File: src/hw/rtl/hcr_pkg.sv
// ----------------------------------------------------------------------------
// hcr_pkg
// Shared types and constants of the height to colour ramp: register indexes,
// the item class code that travels down the divider row, and ramp constants.
// ----------------------------------------------------------------------------
`timescale 1ns / 1ps

package hcr_pkg;

   localparam int CSR_INDEX_BITS = 3;
   localparam int SHADE_WIDTH    = 24;
   localparam int CHANNEL_BITS   = 8;
   localparam int INT_BITS       = 8;

   localparam int CH_FULL      = 255;
   localparam int CH_GREY      = 127;
   localparam int RAMP_G_SLOPE = 765;
   localparam int RAMP_R_SLOPE = 1530;
   localparam int RAMP_B_STEP  = 6;
   localparam int RAMP_G_STEP  = 3;

   typedef enum logic [CSR_INDEX_BITS-1:0] {
      REG_RANGE_MIN    = 3'd0,
      REG_RANGE_MID    = 3'd1,
      REG_RANGE_MAX    = 3'd2,
      REG_REVERSE_MAP  = 3'd3,
      REG_BLENDED_MODE = 3'd4,
      REG_SHADE_COLOUR = 3'd5
   } reg_index_type;

   typedef enum logic [2:0] {
      MODE_SHADE_GREY  = 3'd0,
      MODE_SHADE_WHITE = 3'd1,
      MODE_SHADE_DIV   = 3'd2,
      MODE_RAMP_GREEN  = 3'd3,
      MODE_RAMP_LOWER  = 3'd4,
      MODE_RAMP_UPPER  = 3'd5
   } mode_type;

   typedef struct packed {
      logic     valid;
      mode_type mode;
      logic     sat;
   } ctl_type;

endpackage

File: src/hw/rtl/hcr_cell.sv
// ----------------------------------------------------------------------------
// hcr_cell
// One restoring divider cell: shifts in the next numerator bit, subtracts
// the divisor when it fits and appends one quotient bit.
// ----------------------------------------------------------------------------
`timescale 1ns / 1ps

module hcr_cell #(
   parameter int DW = 33,
   parameter int QW = 24
) (
   input  logic                         clock,
   input  logic                         reset,
   input  logic                         load,
   input  hcr_pkg::ctl_type             ctl_i,
   input  logic [DW-1:0]                rem_i,
   input  logic [hcr_pkg::INT_BITS-1:0] nbits_i,
   input  logic [DW-1:0]                den_i,
   input  logic [QW-1:0]                q_i,
   output hcr_pkg::ctl_type             ctl_o,
   output logic [DW-1:0]                rem_o,
   output logic [hcr_pkg::INT_BITS-1:0] nbits_o,
   output logic [DW-1:0]                den_o,
   output logic [QW-1:0]                q_o
);

   import hcr_pkg::*;

   ctl_type             ctl_ff;
   logic [DW-1:0]       rem_ff;
   logic [INT_BITS-1:0] nbits_ff;
   logic [DW-1:0]       den_ff;
   logic [QW-1:0]       q_ff;

   logic [DW:0]         trial;
   logic                fits;
   logic [DW-1:0]       rem_in;

   always_comb begin
      trial  = {rem_i, nbits_i[INT_BITS-1]};
      fits   = trial >= {1'b0, den_i};
      rem_in = fits ? DW'(trial - {1'b0, den_i}) : DW'(trial);
   end

   always_ff @(posedge clock) begin
      if (reset) begin
         ctl_ff.valid <= 1'b0;
      end else if (load) begin
         ctl_ff.valid <= ctl_i.valid;
      end
      if (load) begin
         ctl_ff.mode <= ctl_i.mode;
         ctl_ff.sat  <= ctl_i.sat;
         rem_ff      <= rem_in;
         nbits_ff    <= {nbits_i[INT_BITS-2:0], 1'b0};
         den_ff      <= den_i;
         q_ff        <= {q_i[QW-2:0], fits};
      end
   end

   assign ctl_o   = ctl_ff;
   assign rem_o   = rem_ff;
   assign nbits_o = nbits_ff;
   assign den_o   = den_ff;
   assign q_o     = q_ff;

endmodule

File: config.mk
export PLATFORM = sky130hd
export DESIGN_NAME = hcr_cell
export DESIGN_NICKNAME = d
export VERILOG_FILES = /design/src/hw/rtl/hcr_pkg.sv /design/src/hw/rtl/hcr_cell.sv
export SDC_FILE = /design/constraint.sdc
export NUM_CORES = 1
export LEC_CHECK = 0
export BUFFER_PORTS_ARGS = -buffer_cell sky130_fd_sc_hd__clkbuf_2
export CELL_PAD_IN_SITES_DETAIL_PLACEMENT = 0
export CELL_PAD_IN_SITES_GLOBAL_PLACEMENT = 2
export CORE_UTILIZATION = 33
export CTS_CLUSTER_SIZE = 14
export DETAILED_ROUTE_END_ITERATION = 12
export HOLD_SLACK_MARGIN = 0.06
export PLACE_DENSITY_LB_ADDON = 0.1
export RECOVER_POWER = 25
export SLEW_MARGIN = 20
export SYNTH_ARGS = -nofsm -noshare
export SYNTH_HDL_FRONTEND = slang
export SYNTH_SLANG_ARGS = --single-unit
File: constraint.sdc
create_clock -name clock -period 8.3 [get_ports clock]
set_input_delay 2.075 -clock clock [delete_from_list [all_inputs] [get_ports clock]]
set_output_delay 2.075 -clock clock [all_outputs]
set_load 0.1 [all_outputs]
# Yosys cells after proc, flatten, opt, wreduce, memory -nomap -nowiden
# Index checks and enable logic that the tools add are counted.
dict set report op_classes {
  add_sub_neg 1
  order_cmp 1
  muxes 1
}
# operator count
set op_table {}
lappend op_table {{34-bit by 33-bit greater-or-equal comparator with 1-bit output} 1}
lappend op_table {{33-bit two-way mux} 1}
lappend op_table {{33-bit subtractor} 1}
dict set report word_totals {
  ff_bits 102
  inputBits 106
  output_inout_bits 103
  elab_cells 10
}

# Longest topological paths before layout
dict set report depth {
  depth_word 2
  mapped_depth 13
  depth_no_buf 12
}

# Least setup slack after synthesis
# No wires, ideal clock.
dict set report synth_timing {
  kind {input to register}
  start {input nbits_i[7] (netlist bit)}
  end {register rem_ff[32] (netlist: rem_o[32]) (data pin)}
  setup_ns 0.260
  arrival_time_ns 4.299
  required_time_ns 8.040
  slack_ns 3.742
  cell_stages 12
  path_buffers 0
  cell_sequence {inv_1 ha_1 inv_1 fa_1 a21o_1 a221oi_2 o211ai_1 a21o_1 a211oi_2 o311ai_1 xor2_1 mux2_2}
}
dict set report synth_between {
  elab_chain_len 2
  elab_cells_between_ends 3
  cone_classes {1 x add/sub; 1 x order compare; 1 x mux}
}
# element line_no
set synth_rtl {}
lappend synth_rtl {{from (decl)} hcr_cell.sv:17} ;# input logic [hcr_pkg::INT_BITS-1:0] nbits_i,
lappend synth_rtl {{33-bit subtractor / 34-bit by 33-bit greater-or-equal comparator with 1-bit output (equally long branches)} {hcr_cell.sv:42, hcr_cell.sv:41}}
lappend synth_rtl {{33-bit two-way mux *} hcr_cell.sv:42} ;# rem_in = fits ? DW'(trial - {1'b0, den_i}) : DW'(trial);
lappend synth_rtl {{net rem_in[32]} hcr_cell.sv:37} ;# logic [DW-1:0] rem_in;
lappend synth_rtl {{to (signal assigned)} hcr_cell.sv:54} ;# rem_ff <= rem_in;
lappend synth_rtl {{to (decl)} hcr_cell.sv:30} ;# logic [DW-1:0] rem_ff;
# Mark *: on every way through the listed nets, which the timed path passes. The rest lies on a longest branch.
# A chain may end at the register's enable or synchronous reset.

# Worst setup path after layout
dict set report layout_timing {
  start {input den_i[4]}
  end {register rem_ff[32] (netlist: rem_o[32]) (data pin)}
}
dict set report layout_between {
  elab_chain_len 2
  elab_cells_between_ends 3
  cone_classes {1 x add/sub; 1 x order compare; 1 x mux}
}
# element line_no
set layout_rtl {}
lappend layout_rtl {{from (decl)} hcr_cell.sv:18} ;# input logic [DW-1:0] den_i,
lappend layout_rtl {{33-bit subtractor / 34-bit by 33-bit greater-or-equal comparator with 1-bit output (equally long branches)} {hcr_cell.sv:42, hcr_cell.sv:41}}
lappend layout_rtl {{33-bit two-way mux *} hcr_cell.sv:42}
lappend layout_rtl {{net rem_in[32]} hcr_cell.sv:37}
# Marks and branches as above.

==> flow_metrics.py <==
metrics = {
    "synth": {
        "syn_nets": 596,
        "ys.flop_type": "edfxtp_1",
        "async_flop_share_pct": 0,
        "synth_top_cell_area_share_pct": 55.5,
        "avgSynthCellArea_um2": 12.0,
        "ys_ff_latch": 102,
        "synth_seq_area_share_pct": 55.8,
        "ys_warn_count": 0,
        "synth_top_cell_by_area": "edfxtp_1",
        "ys_types": 64,
        "syn_area_um2": 5470,
        "netlist_instances": 456,
        "synthTopCellsByArea": "edfxtp_1 (55%), ha_1 (7.6%), a21oi_1 (4.4%), inv_1 (3.0%), xnor2_1 (2.9%)",
        "synth_edf_count": 101,
    },
    "floorplan": {
        "io_pins": 209,
        "start_util_pct": 34.1,
        "die_area_um2": 17100,
        "fp.dieW_um": 131,
        "chipHeight_um": 131,
        "core.rowCount": 46,
        "core_um2": 16100,
    },
    "grt": {
        "grt_max_degree": 65,
        "antenna_found_initial": 0,
        "grt_pass1_wl_um": 20400,
        "grt_usage_pct": 15.8,
        "overflow": 0,
        "grt_pass1_vias": 4083,
    },
    "pwr": {
        "p_leak_uw": 0.00312,
        "ir_drop_mv": 0.0905,
        "power.density_nw_per_um2": 248,
        "finalPower_uw": 1730,
    },
    "run": {
        "maxCapViolCount": 1,
    },
    "worst_setup_path": {
        "crit_required_ns": 8.41,
        "path_class": "in2reg",
        "cpPeakStageDelay_ns": 0.49,
        "critPathCaptureType": "flip-flop",
        "worstSetupStartpointType": "primary input",
        "crit_fanout": 43,
        "path_cells": "clkbuf_1 -> inv_1 -> ha_1 -> a21o_1 -> a221oi_2 -> o21ai_2 -> a21oi_2 -> o31a_2 -> o21ai_4 -> buf_4 -> mux2_2",
        "cp_slowest_cell": "buf_4",
        "crit_arrival_ns": 5.00,
    },
    "detailed_routing": {
        "drt-pass1-iter-count": 4,
        "wl_met3_um": 987,
        "top_layer": "met4",
        "met1_length_um": 6470,
        "wl_per_cell_um": 15.3,
        "wl_um": 13600,
        "detail-route-antenna-nets": 0,
        "wl_met2_um": 5920,
        "vias": 4240,
        "drtIter0Drc": 162,
        "vias_per_cell": 4.79,
        "drc": 0,
    },
    "clocking": {
        "clock_sinks": 102,
        "cts_resized": 0,
        "cts_tree": "done",
        "clk_pin_slew_ns": 0.08,
        "root_buffer": "clkbuf_16",
        "cts.path.max_buffers": 2,
        "numCtsBuffers": 9,
        "hold_buffers": 0,
        "post_cts_buffers": 0,
        "htreeDepth": 3,
        "insertion_delay_ns": 0.35,
    },
    "sta": {
        "hold_viol": 0,
        "fin_crit_ns": 4.89,
        "tns_ns": 0,
        "timing.slew.headroom_pct": -39.0,
        "timing.final.crit_share_pct": 58.9,
        "max_freq_mhz": 204,
        "setup_viol": 0,
        "timing.final.max_slew_violations": 40,
        "fin_skew_ns": 0,
        "max_slew.worst_pin.slew_ns": 2.08,
        "rsz0062_at_grt": "no",
    },
    "finish": {
        "syn2layout_area_growth_pct": 27.4,
        "n_antenna_cell": 0,
        "num-fill-cells": 1590,
        "drive_gt1_share_pct": 32.7,
        "nets": 805,
    },
    "placement": {
        "port_buffers": 206,
        "detailed_place_hpwl_um": 10600,
        "place.gp.congestion": 0.807,
    },
    "outcome": {
        "violations": "capacitance limit, slew limit",
        "status": "complete, but fails checks",
    },
    "min_path": {
        "hold_path.class": "reg2reg",
    },
}
-- flip-flops by register name, summed over array words and instances (netlist names) --
| signal | cells |
|---|---|
| nbits_o | 7 |
| den_o | 33 |
| q_o | 24 |
| rem_o | 33 |
| ctl_o | 5 |
-- cells in the final DEF, fill, tap and decap left out, types with 3 or more instances in the layout --
cell type	n
mux2_1	8
xnor2_1	18
o21ai_0	13
inv_1	44
a21oi_1	48
o21a_1	5
clkinv_4	3
nand2b_1	4
edfxtp_1	101
clkbuf_1	27
mux2_2	5
nor3_1	5
nand3_1	6
nor2_1	37
nand2_1	22
nand4_1	4
ha_1	33
clkbuf_16	9
clkbuf_2	180
xor2_1	12
or3_1	3
and3_1	7
o21bai_1	5
a21o_1	17
-- cells by family (layout without fill, tap and decap cells) --
group | after synthesis | after routing | share of synthesized area (%)
AOI/OAI and AO/OA | 123 | 123 | 15.6
buffers and inverters | 54 | 268 | 4.30
muxes | 16 | 16 | 3.32
other | 1 | 1 | 0.0686
and+or+nand+nor | 96 | 96 | 8.17
xor gates and xnor gates | 30 | 30 | 4.81
DFF | 102 | 102 | 55.8
adders and majority gates | 34 | 34 | 7.92
-- power by group --
part | total, uW | internal [uW] | switching, uW
logic | 675 | 134 | 540
clock network | 410 | 209 | 200
registers | 646 | 633 | 12.9
-- through the flow --
step	utilization [%]	area [um2]	worst slack (ns)	instances	hold WS [ns]
floorplan	-	5470	3.74	456	0.971
global placement	41.8	6720	3.01	870	0.478
detailed placement	41.8	6720	3.02	870	0.490
CTS	43.6	7000	3.40	886	0.510
global route	43.4	6970	3.16	886	0.562
finish	43.4	6970	3.41	886	0.507
-- synthesized netlist by cell type (4+ instances only) --
cell	n
buf_2	5
inv_1	44
and3_1	7
a21o_1	17
o21a_1	5
a21oi_1	48
nor3_1	5
xnor2_1	18
nor2_1	37
mux2_1	8
edfxtp_1	101
o21ai_0	13
xor2_1	12
nand4_1	4
nand3_1	6
o21bai_1	5
ha_1	33
nand2b_1	4
mux2_2	5
nand2_1	22
-- cell type report --
class                      instances  area [um2]  share of cell area [%]
multi-input combinational        300        2180                    31.3
clock inverter                     6        56.3                   0.808
clock buffer                      10         229                    3.29
tap                              216         270                    3.88
timing repair buffer             208        1010                    14.5
inverter                          44         165                    2.37
sequential                       102        3050                    43.8
-- final timing paths --
| kind | startpoint | endpoint | slack (ns) | cells after the start |
|---|---|---|---|---|
| max | den_i[4] | rem_o[32] | 3.41 | 11 |
| min | ctl_o[4] | ctl_o[4] | 0.51 | 2 |
| max reg2reg | ctl_o[4] | ctl_o[4] | 7.71 | 2 |
| min reg2reg | ctl_o[4] | ctl_o[4] | 0.51 | 2 |
-- critical path: cells and delay by family --
family                     cells  cell delay (ns)
AOI/OAI and AO/OA              6             1.48
adders and majority gates      1             0.37
buffers and inverters          3             0.66
muxes                          1             0.41
-- layer usage --
| layer | GRT usage, % | up-vias |
|---|---|---|
| met3 | 3.66 | 12 |
| met2 | 24.5 | 165 |
| met5 | 0 | - |
| met4 | 6.83 | 0 |
| li1 | - | 2104 |
| met1 | 21.1 | 1959 |
Power figures use the tool's default switching activity.
