[src/hw/rtl/hcr_pkg.sv]
// ----------------------------------------------------------------------------
// hcr_pkg
// Shared types and constants of the height to colour ramp: register indexes,
// the item class code that travels down the divider row, and ramp constants.
// ----------------------------------------------------------------------------
`timescale 1ns / 1ps

package hcr_pkg;

   localparam int CSR_INDEX_BITS = 3;
   localparam int SHADE_WIDTH    = 24;
   localparam int CHANNEL_BITS   = 8;
   localparam int INT_BITS       = 8;

   localparam int CH_FULL      = 255;
   localparam int CH_GREY      = 127;
   localparam int RAMP_G_SLOPE = 765;
   localparam int RAMP_R_SLOPE = 1530;
   localparam int RAMP_B_STEP  = 6;
   localparam int RAMP_G_STEP  = 3;

   typedef enum logic [CSR_INDEX_BITS-1:0] {
      REG_RANGE_MIN    = 3'd0,
      REG_RANGE_MID    = 3'd1,
      REG_RANGE_MAX    = 3'd2,
      REG_REVERSE_MAP  = 3'd3,
      REG_BLENDED_MODE = 3'd4,
      REG_SHADE_COLOUR = 3'd5
   } reg_index_type;

   typedef enum logic [2:0] {
      MODE_SHADE_GREY  = 3'd0,
      MODE_SHADE_WHITE = 3'd1,
      MODE_SHADE_DIV   = 3'd2,
      MODE_RAMP_GREEN  = 3'd3,
      MODE_RAMP_LOWER  = 3'd4,
      MODE_RAMP_UPPER  = 3'd5
   } mode_type;

   typedef struct packed {
      logic     valid;
      mode_type mode;
      logic     sat;
   } ctl_type;

endpackage

[src/hw/rtl/hcr_colour.sv]
// ----------------------------------------------------------------------------
// hcr_colour
// Back end: turns the quotient into a ramp position or shade fraction,
// forms the three channel values, then truncates and clamps them into the
// output register.
// ----------------------------------------------------------------------------
`timescale 1ns / 1ps

module hcr_colour #(
   parameter int FRACTION_BITS = 16
) (
   input  logic                             clock,
   input  logic                             reset,
   input  logic                             load_a,
   input  logic                             load_b,
   input  hcr_pkg::ctl_type                 ctl_i,
   input  logic [FRACTION_BITS+hcr_pkg::INT_BITS-1:0] q_i,
   input  logic [hcr_pkg::SHADE_WIDTH-1:0]  shade_colour,
   output logic                             a_valid,
   output logic                             rsp_valid,
   output logic [hcr_pkg::CHANNEL_BITS-1:0] red,
   output logic [hcr_pkg::CHANNEL_BITS-1:0] green,
   output logic [hcr_pkg::CHANNEL_BITS-1:0] blue
);

   import hcr_pkg::*;

   localparam int F   = FRACTION_BITS;
   localparam int QW  = F + INT_BITS;
   localparam int XW  = F + 1;
   localparam int SCW = F + INT_BITS + 1;
   localparam int PW  = SCW + CHANNEL_BITS;
   localparam int VW  = F + 18;

   localparam int LOW_Q  = (33 * (1 << F) + 50) / 100;
   localparam int HIGH_Q = (66 * (1 << F) + 50) / 100;

   localparam logic [XW-1:0]  X_LOW  = XW'(LOW_Q);
   localparam logic [XW-1:0]  X_HALF = XW'(1) << (F - 1);
   localparam logic [XW-1:0]  X_HIGH = XW'(HIGH_Q);
   localparam logic [SCW-1:0] XS_SAT = SCW'(1) << (F + INT_BITS);

   localparam logic signed [VW-1:0] V_FULL  = VW'(CH_FULL) << F;
   localparam logic signed [VW-1:0] V_GREY  = VW'(CH_GREY) << F;
   localparam logic signed [VW-1:0] V_ONE   = VW'(1) << F;
   localparam logic signed [VW-1:0] V_LOW   = VW'(LOW_Q);
   localparam logic signed [VW-1:0] V_HALF  = VW'(1) << (F - 1);
   localparam logic signed [VW-1:0] V_HIGH  = VW'(HIGH_Q);
   localparam logic signed [VW-1:0] V_CH    = VW'(CH_FULL);
   localparam logic signed [VW-1:0] V_GSLP  = VW'(RAMP_G_SLOPE);
   localparam logic signed [VW-1:0] V_RSLP  = VW'(RAMP_R_SLOPE);
   localparam logic signed [VW-1:0] V_BSTEP = VW'(RAMP_B_STEP);
   localparam logic signed [VW-1:0] V_GSTEP = VW'(RAMP_G_STEP);

   logic                        a_valid_ff;
   logic signed [VW-1:0]        vr_ff, vg_ff, vb_ff;
   logic signed [VW-1:0]        vr_in, vg_in, vb_in;

   logic                        rsp_valid_ff;
   logic [CHANNEL_BITS-1:0]     red_ff, green_ff, blue_ff;

   function automatic logic [CHANNEL_BITS-1:0] chan(input logic signed [VW-1:0] v);
      logic [CHANNEL_BITS-1:0] c;
      if (v[VW-1] || (v == '0)) begin
         c = '0;
      end else if (|v[VW-2:F+CHANNEL_BITS]) begin
         c = CHANNEL_BITS'(CH_FULL);
      end else begin
         c = v[F+CHANNEL_BITS-1:F];
      end
      return c;
   endfunction

   always_comb begin
      logic [XW-1:0]           q_half, x;
      logic [SCW-1:0]          xs;
      logic [CHANNEL_BITS-1:0] dr, dg, db;
      logic [PW-1:0]           pr, pg, pb;
      logic signed [VW-1:0]    xv, ar, ag, ab, sr, sg, sb;
      q_half = (ctl_i.sat || (q_i > QW'(X_HALF))) ? X_HALF : XW'(q_i);
      x      = (ctl_i.mode == MODE_RAMP_UPPER) ? (X_HALF + q_half) : q_half;
      xs     = ctl_i.sat ? XS_SAT : SCW'(q_i);
      dr     = CHANNEL_BITS'(CH_FULL) - shade_colour[7:0];
      dg     = CHANNEL_BITS'(CH_FULL) - shade_colour[15:8];
      db     = CHANNEL_BITS'(CH_FULL) - shade_colour[23:16];
      pr     = PW'(xs) * PW'(dr);
      pg     = PW'(xs) * PW'(dg);
      pb     = PW'(xs) * PW'(db);
      sr     = V_FULL - signed'(VW'(pr));
      sg     = V_FULL - signed'(VW'(pg));
      sb     = V_FULL - signed'(VW'(pb));
      xv     = signed'(VW'(x));
      if (x <= X_LOW) begin
         ar = '0;
         ag = xv * V_GSLP;
         ab = V_FULL;
      end else if (x <= X_HALF) begin
         ar = '0;
         ag = V_FULL;
         ab = (V_ONE - V_BSTEP * (xv - V_LOW)) * V_CH;
      end else if (x <= X_HIGH) begin
         ar = (xv - V_HALF) * V_RSLP;
         ag = V_FULL;
         ab = '0;
      end else begin
         ar = V_FULL;
         ag = (V_ONE - V_GSTEP * (xv - V_HIGH)) * V_CH;
         ab = '0;
      end
      unique case (ctl_i.mode) inside
         MODE_SHADE_GREY: begin
            vr_in = V_GREY;
            vg_in = V_GREY;
            vb_in = V_GREY;
         end
         MODE_SHADE_WHITE: begin
            vr_in = V_FULL;
            vg_in = V_FULL;
            vb_in = V_FULL;
         end
         MODE_SHADE_DIV: begin
            vr_in = sr;
            vg_in = sg;
            vb_in = sb;
         end
         MODE_RAMP_GREEN: begin
            vr_in = '0;
            vg_in = V_FULL;
            vb_in = '0;
         end
         MODE_RAMP_LOWER, MODE_RAMP_UPPER: begin
            vr_in = ar;
            vg_in = ag;
            vb_in = ab;
         end
         default: begin
            vr_in = '0;
            vg_in = '0;
            vb_in = '0;
         end
      endcase
   end

   always_ff @(posedge clock) begin
      if (reset) begin
         a_valid_ff   <= 1'b0;
         rsp_valid_ff <= 1'b0;
      end else begin
         if (load_a) begin
            a_valid_ff <= ctl_i.valid;
         end
         if (load_b) begin
            rsp_valid_ff <= a_valid_ff;
         end
      end
   end

   always_ff @(posedge clock) begin
      if (load_a) begin
         vr_ff <= vr_in;
         vg_ff <= vg_in;
         vb_ff <= vb_in;
      end
      if (load_b) begin
         red_ff   <= chan(vr_ff);
         green_ff <= chan(vg_ff);
         blue_ff  <= chan(vb_ff);
      end
   end

   assign a_valid   = a_valid_ff;
   assign rsp_valid = rsp_valid_ff;
   assign red       = red_ff;
   assign green     = green_ff;
   assign blue      = blue_ff;

endmodule

[config.mk]
export PLATFORM = sky130hd
export DESIGN_NAME = hcr_colour
export DESIGN_NICKNAME = d
export VERILOG_FILES = /design/src/hw/rtl/hcr_pkg.sv /design/src/hw/rtl/hcr_colour.sv
export SDC_FILE = /design/constraint.sdc
export NUM_CORES = 2
export LEC_CHECK = 0
export BUFFER_PORTS_ARGS = -buffer_cell sky130_fd_sc_hd__clkbuf_2
export CAP_MARGIN = 20
export CORE_ASPECT_RATIO = 1.5
export CORE_UTILIZATION = 43
export CTS_CLUSTER_SIZE = 20
export DETAILED_ROUTE_END_ITERATION = 16
export PLACE_DENSITY = 0.55
export REMOVE_ABC_BUFFERS = 1
export SLEW_MARGIN = 25
export SYNTH_ARGS = -nofsm -noshare
export SYNTH_HDL_FRONTEND = slang
export SYNTH_SLANG_ARGS = --single-unit
[constraint.sdc]
create_clock -name clock -period 14.2 [get_ports clock]
set_input_delay 1.42 -clock clock [delete_from_list [all_inputs] [get_ports clock]]
set_output_delay 1.42 -clock clock [all_outputs]
set_load 0.05 [all_outputs]
# ---- Word level (Yosys, flattened, before mapping)
# Index checks and enable logic that the tools add are counted.
dict set report totals {
  in_bits 57
  out_inout_bits 26
  word_cells 68
  reg_bits 128
}
dict set report classes {
  n_mul 9
  n_eq_ne 5
  mux 17
  n_addsub 12
  reduce_logical 13
  n_lt_le_gt_ge 4
}
# op n
set op_table {}
lappend op_table {{$pmux W34 S4} 3}
lappend op_table {{$mux W34} 8}
lappend op_table {{$logic_not A34 Y1} 3}
lappend op_table {{$sub A24 B33 Y34 const A} 3}
lappend op_table {{$mul A25 B8 Y33} 3}
lappend op_table {{$mul A3 B18 Y21 const A} 2}
lappend op_table {{$sub A17 B16 Y18 const B} 2}
lappend op_table {{$le A17 B16 Y1 const B} 2}
lappend op_table {{$mux W17} 2}
lappend op_table {{$mul A23 B9 Y32 const B} 1}
lappend op_table {{$mul A22 B9 Y31 const B} 1}
lappend op_table {{$mul A18 B11 Y29 const B} 1}
lappend op_table {{$mul A17 B10 Y27 const B} 1}
lappend op_table {{$reduce_or A9 Y1} 3}
lappend op_table {{$mux W25} 1}
lappend op_table {{$gt A24 B16 Y1 const B} 1}
lappend op_table {{$mux W8} 3}
lappend op_table {{$sub A8 B8 Y8 const A} 3}
lappend op_table {{$sub A18 B22 Y23 const A} 1}
lappend op_table {{$sub A18 B21 Y22 const A} 1}
lappend op_table {{$sub A17 B15 Y18 const B} 1}
lappend op_table {{$add A16 B17 Y17 const A} 1}
lappend op_table {{$le A17 B15 Y1 const B} 1}
lappend op_table {{$eq A3 B2 Y1 const B} 2}
lappend op_table {{5 further kinds} 10}

# ---- Depth between registers and ports, before layout
dict set report depth {
  ltp_word 13
  mapped_depth 48
}

# ---- Least setup slack after synthesis
# No wires, ideal clock.
dict set report synth_path {
  path_kind {input-to-reg}
  from {input port q_i[10] (netlist bit)}
  to {register vb_ff[30] (data pin)}
  n_path_buf 1
  stages 34
  slack_ns 2.614
  arrival_time_ns 11.318
  cell_sequence {buf_2 -> or4_4 -> o31ai_1 -> nand3_1 -> inv_1 -> ha_1 -> xnor2_1 -> ha_1 -> ha_1 -> fa_1 -> a211oi_1 -> o21ai_0 -> a41oi_1 -> o21ai_0 -> xor2_1 -> nand4b_1 -> o21ai_0 -> xor2_1 -> fa_1 -> fa_1 -> fa_1 -> fa_1 -> ha_1 -> a21o_1 -> a21o_1 -> a21o_1 -> a21o_1 -> a221oi_1 -> o21ai_0 -> a21oi_1 -> nor2b_1 -> o41a_1 -> xnor2_1 -> o22ai_1}
}
dict set report synth_between {
  elab_chain_len 12
}
# element line_no
set synth_lines {}
lappend synth_lines {{start, declared} hcr_colour.sv:17} ;# input logic [FRACTION_BITS+hcr_pkg::INT_BITS-1:0] q_i,
lappend synth_lines {{$gt A24 B16 Y1} hcr_colour.sv:80} ;# q_half = (ctl_i.sat || (q_i > QW'(X_HALF))) ? X_HALF : XW'(q_i);
lappend synth_lines {{$logic_or A1 B1 Y1} hcr_colour.sv:80}
lappend synth_lines {{$mux W17} hcr_colour.sv:80}
lappend synth_lines {{$add A16 B17 Y17} hcr_colour.sv:81} ;# x = (ctl_i.mode == MODE_RAMP_UPPER) ? (X_HALF + q_half) : q_half;
lappend synth_lines {{$mux W17} hcr_colour.sv:81}
lappend synth_lines {{$sub A17 B15 Y18} hcr_colour.sv:100} ;# ab = (V_ONE - V_BSTEP * (xv - V_LOW)) * V_CH;
lappend synth_lines {{$mul A3 B18 Y21} hcr_colour.sv:100}
lappend synth_lines {{$sub A18 B22 Y23} hcr_colour.sv:100}
lappend synth_lines {{$mul A23 B9 Y32} hcr_colour.sv:100}
lappend synth_lines {{$mux W34} hcr_colour.sv:97} ;# end else if (x <= X_HALF) begin
lappend synth_lines {{$mux W34} hcr_colour.sv:93} ;# if (x <= X_LOW) begin
lappend synth_lines {{$pmux W34 S4 (*)} hcr_colour.sv:110} ;# unique case (ctl_i.mode) inside
lappend synth_lines {{named net vb_in[30]} hcr_colour.sv:57} ;# logic signed [VW-1:0] vr_in, vg_in, vb_in;
lappend synth_lines {{end signal, assigned} hcr_colour.sv:162} ;# vb_ff <= vb_in;
lappend synth_lines {{end, declared} hcr_colour.sv:56} ;# logic signed [VW-1:0] vr_ff, vg_ff, vb_ff;
# The timed path passes the listed nets; every way through them passes the cells marked *.
# A chain may end at the register's enable or synchronous reset.

# ---- Worst setup path after layout
dict set report layout_path {
  from {input port q_i[17] (netlist bit)}
  to {register vg_ff[33] (data pin)}
}
dict set report layout_between {
  elab_chain_len 13
}
# element line_no
set layout_lines {}
lappend layout_lines {{$gt A24 B16 Y1} hcr_colour.sv:80}
lappend layout_lines {{$logic_or A1 B1 Y1} hcr_colour.sv:80}
lappend layout_lines {{$mux W17} hcr_colour.sv:80}
lappend layout_lines {{$add A16 B17 Y17} hcr_colour.sv:81}
lappend layout_lines {{$mux W17} hcr_colour.sv:81}
lappend layout_lines {{$sub A17 B16 Y18} hcr_colour.sv:107} ;# ag = (V_ONE - V_GSTEP * (xv - V_HIGH)) * V_CH;
lappend layout_lines {{$mul A3 B18 Y21} hcr_colour.sv:107}
lappend layout_lines {{$sub A18 B21 Y22} hcr_colour.sv:107}
lappend layout_lines {{$mul A22 B9 Y31} hcr_colour.sv:107}
lappend layout_lines {{$mux W34} hcr_colour.sv:101} ;# end else if (x <= X_HIGH) begin
lappend layout_lines {{$mux W34} hcr_colour.sv:97}
lappend layout_lines {{$mux W34} hcr_colour.sv:93}
lappend layout_lines {{$pmux W34 S4 (*)} hcr_colour.sv:110}
lappend layout_lines {{named net vg_in[33]} hcr_colour.sv:57}
lappend layout_lines {{end signal, assigned} hcr_colour.sv:161} ;# vg_ff <= vg_in;
lappend layout_lines {{end, declared} hcr_colour.sv:56}
# Marks and branches as above.

==> results.ini <==
[final_layout]
fin_area_sq_um = 47500
synthToLayoutAreaGrowth_pct = 5.55
final_core_utilization = 0.457
fin_nets = 6425
nFillCells = 10300
drive_above_1_share = 0.0768

[detailed_routing]
drc = 0
dr.pass1.iters = 5
drt_iter0_drc = 1828
wirelength_um = 134000
ant_nets = 0
wl_per_cell_um = 20.9
vias = 33800
routed_via_density = 5.29

[synth]
yosysUniqueCellTypes = 82
synth_area_sq_um = 45000
ys_seq_area_frac = 0.0850
synth-warning-count = 0
synthTopCellsByArea = fa_1, ha_1, inv_1
synth-edff-count = 126
synthFlopType = edfxtp_1
syn_area_per_cell_sq_um = 8.97
yosys-top-cells-count = inv_1, fa_1, ha_1
synth-seq-cells = 128
synth_top_cell_by_area = fa_1
async_flop_share = 0
synth_top_area_share = 0.344
netlist_instances = 5014
yosysMostFrequentCell = inv_1

[run_status]
status = completed

[critical_path]
cp_common_cell = inv_1
cp_data_required_time_ns = 14.41
max_stage_delay_ns = 0.63
cp-end-kind = register
critPathMaxFanout = 19
timing_worst_setup_path_type = in2reg
slowest_stage = nand3_1
crit_arrival_ns = 13.02
worst_setup_path_start_kind = primary input

[sta]
setup_violations = 0
final_hold_viol_count = 0
clock.fmax_mhz = 78.0
report.final.slew_viol_count = 0
final.setup_skew_ns = 0.0140
tns_ns = 0
layout_worst_path_cycle_share = 0.902
period_needed_ns = 12.81
tightestPinTransition_ns = 0.988
rsz0062_at_grt = no
slew_headroom = 0.341

[cts]
cts_tree = done
clock-sinks = 128
postCtsHoldBufs = 0
post_cts_resize_count = 0
clockBufferDepth = 2
cts-root-buf = clkbuf_16
clk_pin_slew_worst_paths_ns = 0.06
post-cts-setup-buffers = 0
worst_skew_pair.late_latency_ns = 0.48
cts_buffers = 17
cts_max_level = 4

[floorplan]
coreArea_sq_um = 104000
start_util = 0.433
die_w_um = 266
pin_count = 83
die_h_um = 398
dieArea_sq_um = 106000
rows = 145

[global_route]
antenna_found_initial = 9
grt_max_degree = 67
grt_overflow = 0
grt_pass1_wl_um = 211000
grt_pass1_vias = 36500
grt_usage = 0.263

[pwr]
internal_power_w = 0.00280
pwr-share-seq = 0.094
p_switching_w = 0.00309
clkPwrFrac = 0.084
swShare = 0.525
leakagePower_nw = 23.3
combPwrFrac = 0.822
peakVddDrop_uv = 132
powerDensity_nw_per_um2 = 124

[placement]
postPlaceCellArea_sq_um = 46800
gp_congestion = 0.948
port_buffers = 82
dp_hpwl_um = 111000

[min_path]
hp-class = reg2reg

[job]
drv_cap = 0

-- kinds of logic after synthesis --
family          synth area share
xor+xnor                  0.0498
buf+inv                    0.103
mux                      0.00253
simple gates               0.135
compound gates             0.112
fa+ha+maj                  0.512
flops                     0.0850
-- critical path, delay by kind of cell --
family,cells,cell delay (ns)
adders and majority gates,9,3.50
xor gates and xnor gates,2,0.67
AOI/OAI and AO/OA,17,3.63
and+or+nand+nor,10,2.79
buffers and inverters,7,0.97
-- registers in the layout (all words and copies together) (netlist names) --
signal / cells
red: 8
blue: 8
vg_ff: 34
vr_ff: 34
green: 8
a_valid: 1
vb_ff: 34
rsp_valid: 1
-- power by group through the flow --
stage	registers [W]	clock network, W	logic, W
2_1_floorplan	0.000573	0	0.00347
3_3_place_gp	0.000562	0	0.00481
3_5_place_dp	0.000563	0	0.00482
4_1_cts	0.000555	0.000501	0.00487
5_1_grt	0.000560	0.000512	0.00541
6_report	0.000555	0.000494	0.00484
-- metrics by stage --
step | total power [W] | hold WS [ns] | instances | worst slack, ns
6_report | 0.00589 | 0.505 | 6404 | 1.39
5_1_grt | 0.00648 | 0.546 | 6403 | 0.521
4_1_cts | 0.00592 | 0.516 | 6398 | 1.53
3_5_place_dp | 0.00538 | 0.504 | 6368 | 1.01
2_1_floorplan | 0.00404 | 0.523 | 4853 | 2.70
3_3_place_gp | 0.00537 | 0.489 | 6368 | 1.10
-- cells in the final DEF, fill, tap and decap left out, drive strengths merged, types with 42 or more instances in the layout --
cell / count
or2: 187
o21ai: 145
ha: 603
a21o: 93
a21oi: 189
o22ai: 54
xor2: 97
edfxtp: 126
nand2b: 111
nand2: 150
clkbuf: 98
nor2: 537
nand3: 42
nor2b: 47
inv: 1073
nor3: 48
xnor2: 159
fa: 774
o21a: 47
-- final timing paths --
kind                             to  slack (ns)  cells after the start                    from
max reg2reg  green[0]$_SDFFCE_PP0P_       12.10                      5     vg_ff[29]$_DFFE_PP_
min reg2reg  rsp_valid$_SDFFE_PP0P_        0.50                      2  rsp_valid$_SDFFE_PP0P_
min          rsp_valid$_SDFFE_PP0P_        0.50                      2  rsp_valid$_SDFFE_PP0P_
max             vg_ff[33]$_DFFE_PP_        1.39                     45                 q_i[17]
-- per-layer routing --
layer | vias to the layer above | GRT usage | routed length (um)
met5 | - | 0 | 55
met4 | 8 | 0.129 | 6820
met3 | 225 | 0.0304 | 4920
met2 | 691 | 0.481 | 70400
met1 | 17000 | 0.302 | 51900
li1 | 15900 | - | -
-- cell type report --
| type | count | area [sq um] | share of cell area |
|---|---|---|---|
| Tap cell | 1396 | 1750 | 0.0368 |
| Sequential cell | 128 | 3820 | 0.0805 |
| Clock inverter | 13 | 210 | 0.00443 |
| Clock buffer | 17 | 425 | 0.00896 |
| Multi-Input combinational cell | 3655 | 36600 | 0.770 |
| Timing Repair Buffer | 119 | 691 | 0.0145 |
| Antenna cell | 6 | 15.0 | 0.000316 |
| Inverter | 1070 | 4020 | 0.0846 |
Note: power is estimated with default switching activity, not from simulation.
